===== config.mk =====
export PLATFORM = sky130hd
export DESIGN_NAME = dsec_front
export DESIGN_NICKNAME = d
export VERILOG_FILES = /design/src/design/dsec_pkg.sv /design/src/design/dsec_front.sv
export SDC_FILE = /design/constraint.sdc
export NUM_CORES = 1
export LEC_CHECK = 0
export BUFFER_PORTS_ARGS = -buffer_cell sky130_fd_sc_hd__buf_2
export CAP_MARGIN = 20
export CORE_UTILIZATION = 35
export CTS_CLUSTER_DIAMETER = 40
export DETAILED_ROUTE_END_ITERATION = 10
export GPL_TIMING_DRIVEN = 0
export PLACE_DENSITY = 0.56
export SYNTH_ARGS = -nofsm -noshare
export SYNTH_HDL_FRONTEND = slang
export SYNTH_SLANG_ARGS = --single-unit

===== constraint.sdc =====
create_clock -name clk -period 7.5 [get_ports clk]
set_input_delay 0.75 -clock clk [delete_from_list [all_inputs] [get_ports clk]]
set_output_delay 0.75 -clock clk [all_outputs]
set_load 0.05 [all_outputs]

===== src/design/dsec_pkg.sv =====
`default_nettype none
package dsec_pkg;

  // stream widths: tuser carries selectors and flags, tdata the payload
  localparam int IN_USER_W  = 4;
  localparam int IN_DATA_W  = 184;
  localparam int OUT_USER_W = 6;
  localparam int OUT_DATA_W = 192;

  localparam logic [2:0] RK_IGNORED  = 3'd0;
  localparam logic [2:0] RK_QUEUED   = 3'd1;
  localparam logic [2:0] RK_MATCHED  = 3'd2;
  localparam logic [2:0] RK_MISMATCH = 3'd3;
  localparam logic [2:0] RK_DROPPED  = 3'd4;
  localparam logic [2:0] RK_EXPIRED  = 3'd5;

  localparam logic [1:0] KIND_CONNECT = 2'd1;
  localparam logic [1:0] KIND_OTHER   = 2'd3;

  localparam logic [1:0] REG_WINDOW   = 2'd0;
  localparam logic [1:0] REG_EXPIRY   = 2'd1;
  localparam logic [1:0] REG_COOLDOWN = 2'd2;
  localparam logic [1:0] REG_SWEEP    = 2'd3;

  // one request as held in the front queue
  typedef struct packed {
    logic        action;
    logic        source;
    logic [1:0]  event_kind;
    logic [31:0] process_id;
    logic [63:0] event_stamp;
    logic [63:0] content_digest;
    logic [15:0] dest_port;
    logic [7:0]  addr_family;
  } req_t;

endpackage
`default_nettype wire


===== src/design/dsec_front.sv =====
`default_nettype none
// Front end: accepts requests, unpacks them and queues them for the engine.
module dsec_front #(
  parameter int QDEPTH = 2
) (
  input  wire logic                            clk,
  input  wire logic                            rst_n,
  input  wire logic                            in_tvalid,
  output logic                                 in_tready,
  // action, source, event_kind
  input  wire logic [dsec_pkg::IN_USER_W-1:0] in_tuser,
  // process_id, event_stamp, content_digest, dest_port, addr_family
  input  wire logic [dsec_pkg::IN_DATA_W-1:0] in_tdata,
  output logic                                 q_valid,
  input  wire logic                            q_pop,
  output dsec_pkg::req_t                       q_req
);
  import dsec_pkg::*;

  localparam int AW = (QDEPTH > 1) ? $clog2(QDEPTH) : 1;

  req_t             mem_r [QDEPTH];
  logic [AW-1:0]    wp_r, rp_r;
  logic [AW:0]      cnt_r;
  req_t             req;
  logic             push;

  // unpack, lowest field first
  always_comb begin
    req.action         = in_tuser[0];
    req.source         = in_tuser[1];
    req.event_kind     = in_tuser[3:2];
    req.process_id     = in_tdata[31:0];
    req.event_stamp    = in_tdata[95:32];
    req.content_digest = in_tdata[159:96];
    req.dest_port      = in_tdata[175:160];
    req.addr_family    = in_tdata[183:176];
  end

  assign in_tready = (cnt_r != (AW+1)'(QDEPTH));
  assign push      = in_tvalid && in_tready;
  assign q_valid   = (cnt_r != '0);
  assign q_req     = mem_r[rp_r];

  always_ff @(posedge clk) begin
    if (push) mem_r[wp_r] <= req;
  end

  always_ff @(posedge clk) begin
    if (!rst_n) begin
      wp_r  <= '0;
      rp_r  <= '0;
      cnt_r <= '0;
    end else begin
      if (push) wp_r <= (wp_r == AW'(QDEPTH-1)) ? '0 : wp_r + 1'b1;
      if (q_pop) rp_r <= (rp_r == AW'(QDEPTH-1)) ? '0 : rp_r + 1'b1;
      cnt_r <= cnt_r + (AW+1)'(push) - (AW+1)'(q_pop);
    end
  end
endmodule
`default_nettype wire


==> summary.md, run 1 <==
| Metric | Value |
|---|---|
| Seq/Total Area, Yosys | `79.9%` |
| Last weighted congestion value of the routability-driven placer | `0.743` |
| Total buffers and inverters traversed by the critical path | `4` |
| Clock insertion delay at the later pin of the skew report | `0.58 ns` |
| Global-route congestion overflow total | `0` |
| Count of input and output buffers | `381` |
| Clock root buffer | `sky130_fd_sc_hd__clkbuf_16` |
| DP Area | `16,900 sq um` |
| Worst EP arrival | `2.03 ns` |
| Unique masters post-synth | `24` |
| Number of warnings issued by yosys | `0` |
| Starting density of the core | `35.7%` |
| Starting DRC count in detailed routing | `264` |
| Boundary pin count | `382` |
| Die Height | `204 microns` |
| Total Neg Setup Slack | `0 ns` |
| Final number of setup-violating endpoints | `0` |
| Cell Pwr Density | `338 nW/um^2` |
| Post-route clock skew | `0.0181 ns` |
| Top library cells by usage in the layout, fill and taps aside | `sky130_fd_sc_hd__buf_2, sky130_fd_sc_hd__edfxtp_1, sky130_fd_sc_hd__mux2_4` |
| Primary FF master, synth | `sky130_fd_sc_hd__edfxtp_1` |
| Critical-path cell list | `buf_6 > buf_6 > buf_6 > mux2_4 > buf_2` |
| Routed Wire Length | `29.8 mm` |
| Total count of max-transition violations in the final report | `0` |
| Total DRC errors in the routed layout | `0` |
| Half-perimeter wire length of the detailed placement result | `20.0 mm` |
| Worst Path Max Fanout | `10` |
| Classification of the worst-slack hold path | `input pin to flop` |
| RSZ-0062 raised after global routing | `false` |
| Initial antenna violation count | `5` |
| Share of post-route cells with drive strength above 1 | `63.1%` |
| Count of max-cap constraint violations | `0` |
| Share of flip-flops with an asynchronous set or reset after synthesis | `0%` |
| Core Footprint | `39,900 sq um` |
| Number of global-route vias before repair | `7,558` |
| Maximum level of the CTS H-tree | `2` |
| Synth Area per Inst | `23.2 sq um` |
| Horiz. Die Dim | `204 microns` |
| Maximum resistive drop on vdd | `0.193 mV` |
| Endpoint class of the critical path | `output pin` |
| Cell class contributing the biggest share of worst-path delay | `buffers and inverters` |
| Static leakage | `7.32 nW` |
| CTS tree | `built` |
| Master of the slowest instance on the critical path | `sky130_fd_sc_hd__dfxtp_1` |
| Number of buffers inserted during clock tree synthesis | `55` |
| Summed instance area of the synthesized netlist | `14,200 sq um` |
| Slowest Stage Delay on Critical Path | `0.32 ns` |
| Routed length per placed instance | `18.4 microns` |
| First-pass iteration count of the detailed router | `4` |
| Crit share post-route | `37.1%` |
| CP dominant cell by count | `sky130_fd_sc_hd__buf_6` |
| Clock tree sinks | `381` |
| Measured slew at the worst slew-check pin | `0.695 ns` |
| Clock buffer depth | `3` |
| Resized cells post-CTS | `0` |
| Hold_buf cts | `0` |
| Synthesized net count | `806` |
| Final design instance area without fill | `18,900 sq um` |
| Vias | `7,281` |
| Number of flops mapped to enable cells by yosys | `376` |
| Antenna-violating nets left | `0` |
| Clock-pin slew of the registers on the worst-case setup and hold paths | `0.06 ns` |
| NumNets Final | `1,248` |
| Top achievable clock speed | `360 MHz` |
| Fill cell total of the finished layout | `3,424` |
| Worst Setup Start Kind | `flop` |
| Area growth from synthesis to layout | `32.5%` |
| Cell count after synthesis | `613` |
| Total global-route track usage | `14.0%` |
| Tightest slew margin relative to the limit | `53.7%` |
| Crit path kind | `flop to output pin` |
| Outcome | `finished, final reports clean` |
| Wire length of the first global-routing pass | `43.8 mm` |
| Via/cell ratio | `4.48` |
| Commonest non-fill, non-tap cell in the layout | `sky130_fd_sc_hd__buf_2` |
| Final critical path time including I/O delays and setup | `2.78 ns` |
| FP Rows | `73` |
| Largest net degree at the start of global routing | `107` |
| Final worst hold slack | `0.352 ns` |
| Post-CTS Setup Bufs | `0` |
| Number of endpoints with negative hold slack in the final report | `0` |
| Data required time at the worst endpoint | `6.75 ns` |
| Die Footprint | `41,500 sq um` |
| Total of flip-flops plus latches after synthesis | `381` |
-- flip-flops by register name, indices dropped and copies added, names as in the netlist, named ones only --
signal / cells
mem_r: 376
cnt_r: 2
wp_r: 1
rp_r: 1
-- metal layers --
metal  share of wire, %  GRT usage (%)
met1                 39           16.4
met3                8.9           5.78
met5               0.25              0
met2                 49           23.1
met4                2.3           4.97
-- report_power, final --
| part | switching [mW] | internal [mW] |
|---|---|---|
| registers | 0.0381 | 2.55 |
| logic | 0.794 | 0.335 |
| clock network | 0.969 | 1.70 |
| total | 1.80 | 4.59 |
-- path summary, 6_finish.rpt --
| path | start | endpoint | slack (ns) | cells past startpoint |
|---|---|---|---|---|
| worst max register to register | cnt_r[0]$_SDFF_PN0_ | mem_r[0][98]$_DFFE_PP_ | 5.25 | 4 |
| worst min-delay path | in_tdata[137] | mem_r[0][65]$_DFFE_PP_ | 0.35 | 1 |
| worst max-delay path | flop | q_req[118] | 4.72 | 5 |
| worst min register to register | rp_r$_SDFFE_PN0P_ | rp_r$_SDFFE_PN0P_ | 0.58 | 2 |
-- final cells by class --
class | count | area [sq um] | share of cell area [%]
repair buffers | 385 | 2020 | 10.7
flip-flops and latches | 381 | 11400 | 60.3
diodes | 1 | 2.50 | 0.0133
clock buffers | 59 | 1410 | 7.48
multi-input cells | 209 | 2660 | 14.1
clock inverters | 42 | 527 | 2.79
plain buffers | 21 | 199 | 1.05
well taps | 525 | 657 | 3.48
inverters | 2 | 15.0 | 0.0795
-- per-stage QoR --
| stage | setup slack, ns | total power [mW] | utilization [%] | std cells |
|---|---|---|---|---|
| finish | 4.72 | 6.39 | 47.3 | 1625 |
| global route | 4.62 | 6.61 | 47.3 | 1624 |
| CTS | 4.63 | 6.48 | 47.3 | 1624 |
| detailed placement | 4.87 | 3.78 | 42.4 | 1523 |
| global placement | -1.28 | 3.82 | 42.1 | 1519 |
| floorplan | 1.62 | 3.52 | - | 613 |
-- synthesized netlist by cell type (all sizes together) (2+ instances only) --
cell type	number	share of area [%]
buf	21	1.4
nand2	2	0.053
mux2	188	18
edfxtp	376	79
a21boi	2	0.11
dfxtp	5	0.70
inv	2	0.053
and2	3	0.13
nand3b	2	0.11
-- cells by family after synthesis --
family,share of synthesized area (%)
buffers and inverters,1.45
multiplexers,17.6
AND/OR/NAND/NOR,0.518
AO/OA/AOI/OAI,0.290
XOR/XNOR,0.123
flip-flops,79.9
adder cells (fa/ha/maj),0.0878
(Power assumes the default switching activity.)
==> inputs of run 2 (changes only) <==
- PLACE_DENSITY: 0.56 -> 0.58
- clock period: 7.5 -> 2.24 ns (I/O delays scaled with it)
==> run 2 against run 1 <==
Against the previous run:
- wire length up 5.6%
- critical endpoint is now q_req[120]
- clock skew up 0.0051 ns
- worst setup slack worse by 4.7 ns
- final area grew 11%
- final cell count increased by 12%
- highest routed layer is now met4
- sequential cell count unchanged
- hold slack lost 0.30 ns
- via count increased by 9.8%
- sequential power rose to 3.4 times the previous value
- first-iteration DRC count rose by 9.1%
==> summary.md, run 2 (same netlist as run 1, synthesis figures left out) <==
| Metric | Value |
|---|---|
| Outcome | `finished, final reports clean` |
| Commonest non-fill, non-tap cell in the layout | `sky130_fd_sc_hd__edfxtp_1` |
| Clock insertion delay at the later pin of the skew report | `0.58 ns` |
| Largest net degree at the start of global routing | `61` |
| Crit share post-route | `97.5%` |
| Clock buffer depth | `3` |
| Share of post-route cells with drive strength above 1 | `54.2%` |
| Worst reg-to-reg path cell count | `4` |
| Die Height | `204 microns` |
| Tightest slew margin relative to the limit | `44.2%` |
| Starting density of the core | `35.7%` |
| Global routing usage on met3 | `5.02%` |
| Core Footprint | `39,900 sq um` |
| Largest register FFs | `376` |
| Horiz. Die Dim | `204 microns` |
| Last weighted congestion value of the routability-driven placer | `0.716` |
| Global-route congestion overflow total | `0` |
| Starting DRC count in detailed routing | `288` |
| Final critical path time including I/O delays and setup | `2.18 ns` |
| Register with the most flip-flops | `mem_r` |
| Total global-route track usage | `14.7%` |
| Most heavily used metal layer in global routing | `met2` |
| Clock root buffer | `sky130_fd_sc_hd__clkbuf_16` |
| Total power | `21.1 mW` |
| Final design instance area without fill | `21,000 sq um` |
| Vias | `7,997` |
| Worst Setup Start Kind | `flop` |
| Fraction of met1 tracks used by global routing | `16.6%` |
| Endpoint class of the critical path | `output pin` |
| Classification of the worst-slack hold path | `input pin to flop` |
| Half-perimeter wire length of the detailed placement result | `19.7 mm` |
| Wire length of the first global-routing pass | `46.9 mm` |
| Boundary pin count | `382` |
| DP Area | `17,000 sq um` |
| Measured slew at the worst slew-check pin | `0.832 ns` |
| Post-route clock skew | `0.0232 ns` |
| Top achievable clock speed | `458 MHz` |
| Initial antenna violation count | `0` |
| Worst Path Max Fanout | `10` |
| NumNets Final | `1,449` |
| Crit Reg-Reg Startpoint | `cnt_r[0]$_SDFF_PN0_` |
| Cell Pwr Density | `1000 nW/um^2` |
| Non-filler cells, final | `1,824` |
| Worst setup timing slack at the placement stage | `-0.238 ns` |
| Share of total power in sequential cells | `41.2%` |
| Total DRC errors in the routed layout | `0` |
| Portion of total power attributed to combinational logic | `20.5%` |
| Switching part of the total power | `28.8%` |
| FP Rows | `73` |
| Fraction of met2 tracks used by global routing | `24.9%` |
| Clock-pin slew of the registers on the worst-case setup and hold paths | `0.06 ns` |
| Critical path destination | `q_req[120]` |
| Static leakage | `8.18 nW` |
| Number of global-route vias before repair | `8,662` |
| Leading registers by flop count | `mem_r x376, cnt_r x2` |
| Number of inserted diodes | `0` |
| DP Cell Count | `1,527` |
| Reg-to-Reg End | `mem_r[1][68]$_DFFE_PP_` |
| First-pass iteration count of the detailed router | `4` |
| Number of endpoints with negative hold slack in the final report | `0` |
| Worst EP arrival | `1.96 ns` |
| Top library cells by usage in the layout, fill and taps aside | `sky130_fd_sc_hd__edfxtp_1, sky130_fd_sc_hd__buf_2, sky130_fd_sc_hd__dlygate4sd3_1` |
| Routed Wire Length | `31.5 mm` |
| RSZ-0062 raised after global routing | `true` |
| Routed length per placed instance | `17.3 microns` |
| Count of max-cap constraint violations | `0` |
| Crit path kind | `flop to output pin` |
| Maximum resistive drop on vdd | `0.679 mV` |
| Via/cell ratio | `4.38` |
| Area growth from synthesis to layout | `47.6%` |
| Final worst hold slack | `0.0549 ns` |
| Count of input and output buffers | `381` |
| Clock share of power | `38.3%` |
| Clock tree sinks | `381` |
| Slack of the worst reg-to-reg path | `0.26 ns` |
| Internal power contribution | `15.0 mW` |
| Die Footprint | `41,500 sq um` |
| Maximum level of the CTS H-tree | `2` |
| P_sw | `6.08 mW` |
| Final number of setup-violating endpoints | `0` |
| Antenna-violating nets left | `0` |
| CTS tree | `built` |
| Number of buffers inserted during clock tree synthesis | `53` |
| Post-layout worst setup margin | `0.0557 ns` |
| Total count of max-transition violations in the final report | `0` |
| Data required time at the worst endpoint | `2.02 ns` |
## run 2: changes by cell type in the layout (fill, tap and decap cells not counted), sizes merged
cell,previous run,this run
clkbuf,59,67
dlygate4sd3,0,190
clkinv,17,16
diode,1,0
bufinv,9,3
and3,1,2
buf,406,409
clkinvlp,4,9
## run 2: power by group through the flow
stage	Sequential, mW	Combinational [mW]	Clock, mW
floorplan	8.86	2.88	0
global route	8.73	4.52	8.58
global placement	8.92	3.77	0
CTS	8.68	4.21	8.30
detailed placement	8.83	3.87	0
finish	8.68	4.31	8.08
## run 2: worst min-delay path by stage
stage / from / to / slack, ns / cells past startpoint
floorplan: in_tdata[176] / mem_r[0][0]$_DFFE_PP_ / 0.32 / 0
global placement: in_tdata[161] / mem_r[0][9]$_DFFE_PP_ / 0.41 / 1
detailed placement: in_tdata[56] / mem_r[1][112]$_DFFE_PP_ / 0.41 / 1
CTS: q_pop / flop / 0.03 / 3
global route: q_pop / flop / 0.06 / 3
finish: q_pop / flop / 0.05 / 3
## run 2: worst max-delay path, cell delays in order, from the launching register on
cell	delay, ns
sky130_fd_sc_hd__dfxtp_4	0.36
sky130_fd_sc_hd__buf_8	0.14
sky130_fd_sc_hd__clkbuf_16	0.19
sky130_fd_sc_hd__buf_12	0.16
sky130_fd_sc_hd__mux2_4	0.31
sky130_fd_sc_hd__buf_2	0.21
## run 2: final cells by class
| type | count | area [sq um] |
|---|---|---|
| Fill cell | 3201 | 18900 |
| Sequential cell | 381 | 11400 |
| Timing Repair Buffer | 586 | 4240 |
| Multi-Input combinational cell | 210 | 2670 |
| Clock buffer | 59 | 1390 |
| Tap cell | 525 | 657 |
| Clock inverter | 39 | 359 |
| Buffer | 21 | 300 |
| Inverter | 2 | 11.3 |
| Timing Repair inverter | 1 | 5.00 |
## run 2: repair_timing
item | 4_1_cts | 5_1_grt
gates cloned | 1 | 4
endpoints found under the hold margin | 381 | 0
buffers inserted | 4 | 0
hold buffers | 190 | 0
gates resized for setup | 16 | 122
pin swaps | 0 | 0
setup endpoints to repair | 218 | 170
## run 2: stage by stage
step	TNS, ns	utilization [%]
after floorplan	-523.10	-
after global placement	-1113.81	42.2
after detailed placement	-12.13	42.6
after CTS	-2.85	52.0
after global routing	-0.436	52.7
final	0	52.7
## run 2: per-layer routing
layer / vias up / part of all wire, %
li1: 3761 / -
met1: 3882 / 39
met2: 278 / 50
met3: 76 / 7.8
met4: 0 / 3.6
met5: - / 0
==> inputs of run 3 (changes only) <==
- PLACE_DENSITY: 0.58 -> 0.56
- clock period: 2.24 -> 2.33 ns (I/O delays scaled with it)
==> run 3 against run 2 <==
Against the previous run:
- wire length is 0.67% higher
- clock power up 1%
- total power fell by 2.8%
- die area stayed put
- sequential power fell by 3.9%
- non-clock buffer count fell by 8
- via count rose by 1.0%
- clock skew shrank 0.011 ns
- sequential share of layout area rose by 0.64 points
- highest routed layer unchanged
==> summary.md, run 3 (same netlist as run 1, synthesis figures left out) <==
| Metric | Value |
|---|---|
| Outcome | `finished, final reports clean` |
| Vias | `8,078` |
| Global-route congestion overflow total | `0` |
| Top achievable clock speed | `450 MHz` |
| Count of max-cap constraint violations | `0` |
| Measured slew at the worst slew-check pin | `0.671 ns` |
| Worst setup timing slack at the placement stage | `-0.0365 ns` |
| Clock share of power | `39.8%` |
| Cell Pwr Density | `986 nW/um^2` |
| Critical-path cell list | `buf_6 > buf_12 > buf_6 > mux2_4 > buf_2` |
| Total Neg Setup Slack | `0 ns` |
| Total DRC errors in the routed layout | `0` |
| Core Footprint | `39,900 sq um` |
| Half-perimeter wire length of the detailed placement result | `20.6 mm` |
| Starting DRC count in detailed routing | `300` |
| Clock buffer depth | `3` |
| Number of endpoints with negative hold slack in the final report | `0` |
| Worst Path Max Fanout | `10` |
| Tightest slew margin relative to the limit | `55.0%` |
| Internal power contribution | `14.7 mW` |
| Wire length of the first global-routing pass | `47.7 mm` |
| Number of global-route vias before repair | `8,617` |
| Hold Startpoint | `in_tvalid` |
| Crit Reg-Reg Startpoint | `cnt_r[0]$_SDFF_PN0_` |
| Via/cell ratio | `4.45` |
| Top library cells by usage in the layout, fill and taps aside | `sky130_fd_sc_hd__buf_2, sky130_fd_sc_hd__edfxtp_1, sky130_fd_sc_hd__dlygate4sd3_1` |
| DP Cell Count | `1,527` |
| Worst EP arrival | `1.99 ns` |
| CTS tree | `built` |
| Fill cell total of the finished layout | `3,285` |
| Largest net degree at the start of global routing | `59` |
| Share of total power in sequential cells | `40.7%` |
| Total count of max-transition violations in the final report | `0` |
| NumNets Final | `1,441` |
| RSZ-0062 raised after global routing | `true` |
| FP Rows | `73` |
| Starting density of the core | `35.7%` |
| Area growth from synthesis to layout | `45.9%` |
| Slowest Stage Delay on Critical Path | `0.32 ns` |
| Antenna-violating nets left | `0` |
| Boundary pin count | `382` |
| Final worst hold slack | `0.0596 ns` |
| Die Footprint | `41,500 sq um` |
| Maximum level of the CTS H-tree | `2` |
| Clock tree sinks | `381` |
| Count of input and output buffers | `381` |
| Static leakage | `8.09 nW` |
| Switching part of the total power | `28.3%` |
| Post-route clock skew | `0.0119 ns` |
| Initial antenna violation count | `0` |
| Crit path kind | `flop to output pin` |
| Commonest non-fill, non-tap cell in the layout | `sky130_fd_sc_hd__buf_2` |
| Number of inserted diodes | `0` |
| Routed length per placed instance | `17.5 microns` |
| Share of post-route cells with drive strength above 1 | `53.8%` |
| Register with the most flip-flops | `mem_r` |
| Crit share post-route | `95.3%` |
| Final critical path time including I/O delays and setup | `2.22 ns` |
| Largest register FFs | `376` |
| Horiz. Die Dim | `204 microns` |
| Routed Wire Length | `31.7 mm` |
| Final number of setup-violating endpoints | `0` |
| Post-layout worst setup margin | `0.109 ns` |
| Worst Setup Start Kind | `flop` |
| Maximum resistive drop on vdd | `0.633 mV` |
| Clock-pin slew of the registers on the worst-case setup and hold paths | `0.05 ns` |
| Master of the slowest instance on the critical path | `sky130_fd_sc_hd__dfxtp_1` |
| Endpoint class of the critical path | `output pin` |
| Leading registers by flop count | `mem_r x376, cnt_r x2` |
| Classification of the worst-slack hold path | `input pin to flop` |
| Slack of the worst reg-to-reg path | `0.13 ns` |
| Number of buffers inserted during clock tree synthesis | `54` |
| Data required time at the worst endpoint | `2.10 ns` |
| First-pass iteration count of the detailed router | `6` |
| Last weighted congestion value of the routability-driven placer | `0.729` |
| Die Height | `204 microns` |
| Clock insertion delay at the later pin of the skew report | `0.58 ns` |
| CP dominant cell by count | `sky130_fd_sc_hd__buf_6` |
| Non-filler cells, final | `1,816` |
| Clock root buffer | `sky130_fd_sc_hd__clkbuf_16` |
| Portion of total power attributed to combinational logic | `19.5%` |
| P_sw | `5.81 mW` |
| Total global-route track usage | `15.1%` |
## run 3: changes by cell type in the layout (fill, tap and decap cells not counted), moves of 3 or more
cell | previous run | this run
sky130_fd_sc_hd__clkbuf_16 | 58 | 55
sky130_fd_sc_hd__buf_6 | 0 | 8
sky130_fd_sc_hd__clkbuf_4 | 5 | 2
sky130_fd_sc_hd__buf_12 | 13 | 6
sky130_fd_sc_hd__buf_4 | 60 | 0
sky130_fd_sc_hd__clkinv_4 | 5 | 1
sky130_fd_sc_hd__inv_6 | 9 | 5
sky130_fd_sc_hd__clkinv_2 | 6 | 9
sky130_fd_sc_hd__bufinv_16 | 3 | 7
sky130_fd_sc_hd__buf_2 | 326 | 385
## run 3: area by class of cell
cell class                      instances  area (sq um)  area share [%]
Multi-Input combinational cell        209          2660            12.8
Sequential cell                       381         11400            54.8
Clock inverter                         39           442            2.13
Inverter                                2          11.3          0.0542
Timing Repair inverter                  1          5.00          0.0241
Tap cell                              525           657            3.16
Buffer                                 21           230            1.11
Timing Repair Buffer                  578          3990            19.2
Clock buffer                           60          1400            6.71
## run 3: power by group through the flow
stage | combinational (mW) | sequential, mW | clock, mW
after global routing | 4.18 | 8.39 | 8.66
after floorplan | 2.77 | 8.52 | 0
after CTS | 4.03 | 8.35 | 8.39
after global placement | 3.64 | 8.58 | 0
after detailed placement | 3.74 | 8.49 | 0
final | 3.99 | 8.34 | 8.16
## run 3: worst paths after layout
path,end,depth (start not counted)
max,q_req[74],5
min reg2reg,rp_r$_SDFFE_PN0P_,2
max reg2reg,mem_r[0][135]$_DFFE_PP_,6
min,wp_r$_SDFFE_PN0P_,3
## run 3: metal layers
layer  share of wire [%]  vias up  global-route usage, %
li1                    -     3746                      -
met1                  41     3972                   18.2
met2                  49      305                   24.9
met3                 8.4       55                   5.54
met4                 2.0        0                   5.08
met5                   0        -                      0
## run 3: timing repair
action | 4_1_cts | 5_1_grt
endpoints found under the hold margin | 381 | 0
gates resized for setup | 2 | 8
buffers inserted | 0 | 0
gates cloned | 1 | 0
hold buffers | 189 | 0
endpoints found under the setup margin | 127 | 83
## run 3: critical path, delay by kind of cell (launching register included)
family,cells,cell delay [ns]
buffers and inverters,4,0.75
DFF,1,0.32
muxes,1,0.32
## run 3: through the flow
step	instance area [sq um]	power [mW]	utilization [%]
final	20800	20.5	52.1
after global routing	20800	21.2	52.1
after CTS	20800	20.8	52.0
after detailed placement	17000	12.2	42.6
after global placement	16800	12.2	42.2
after floorplan	14300	11.3	-
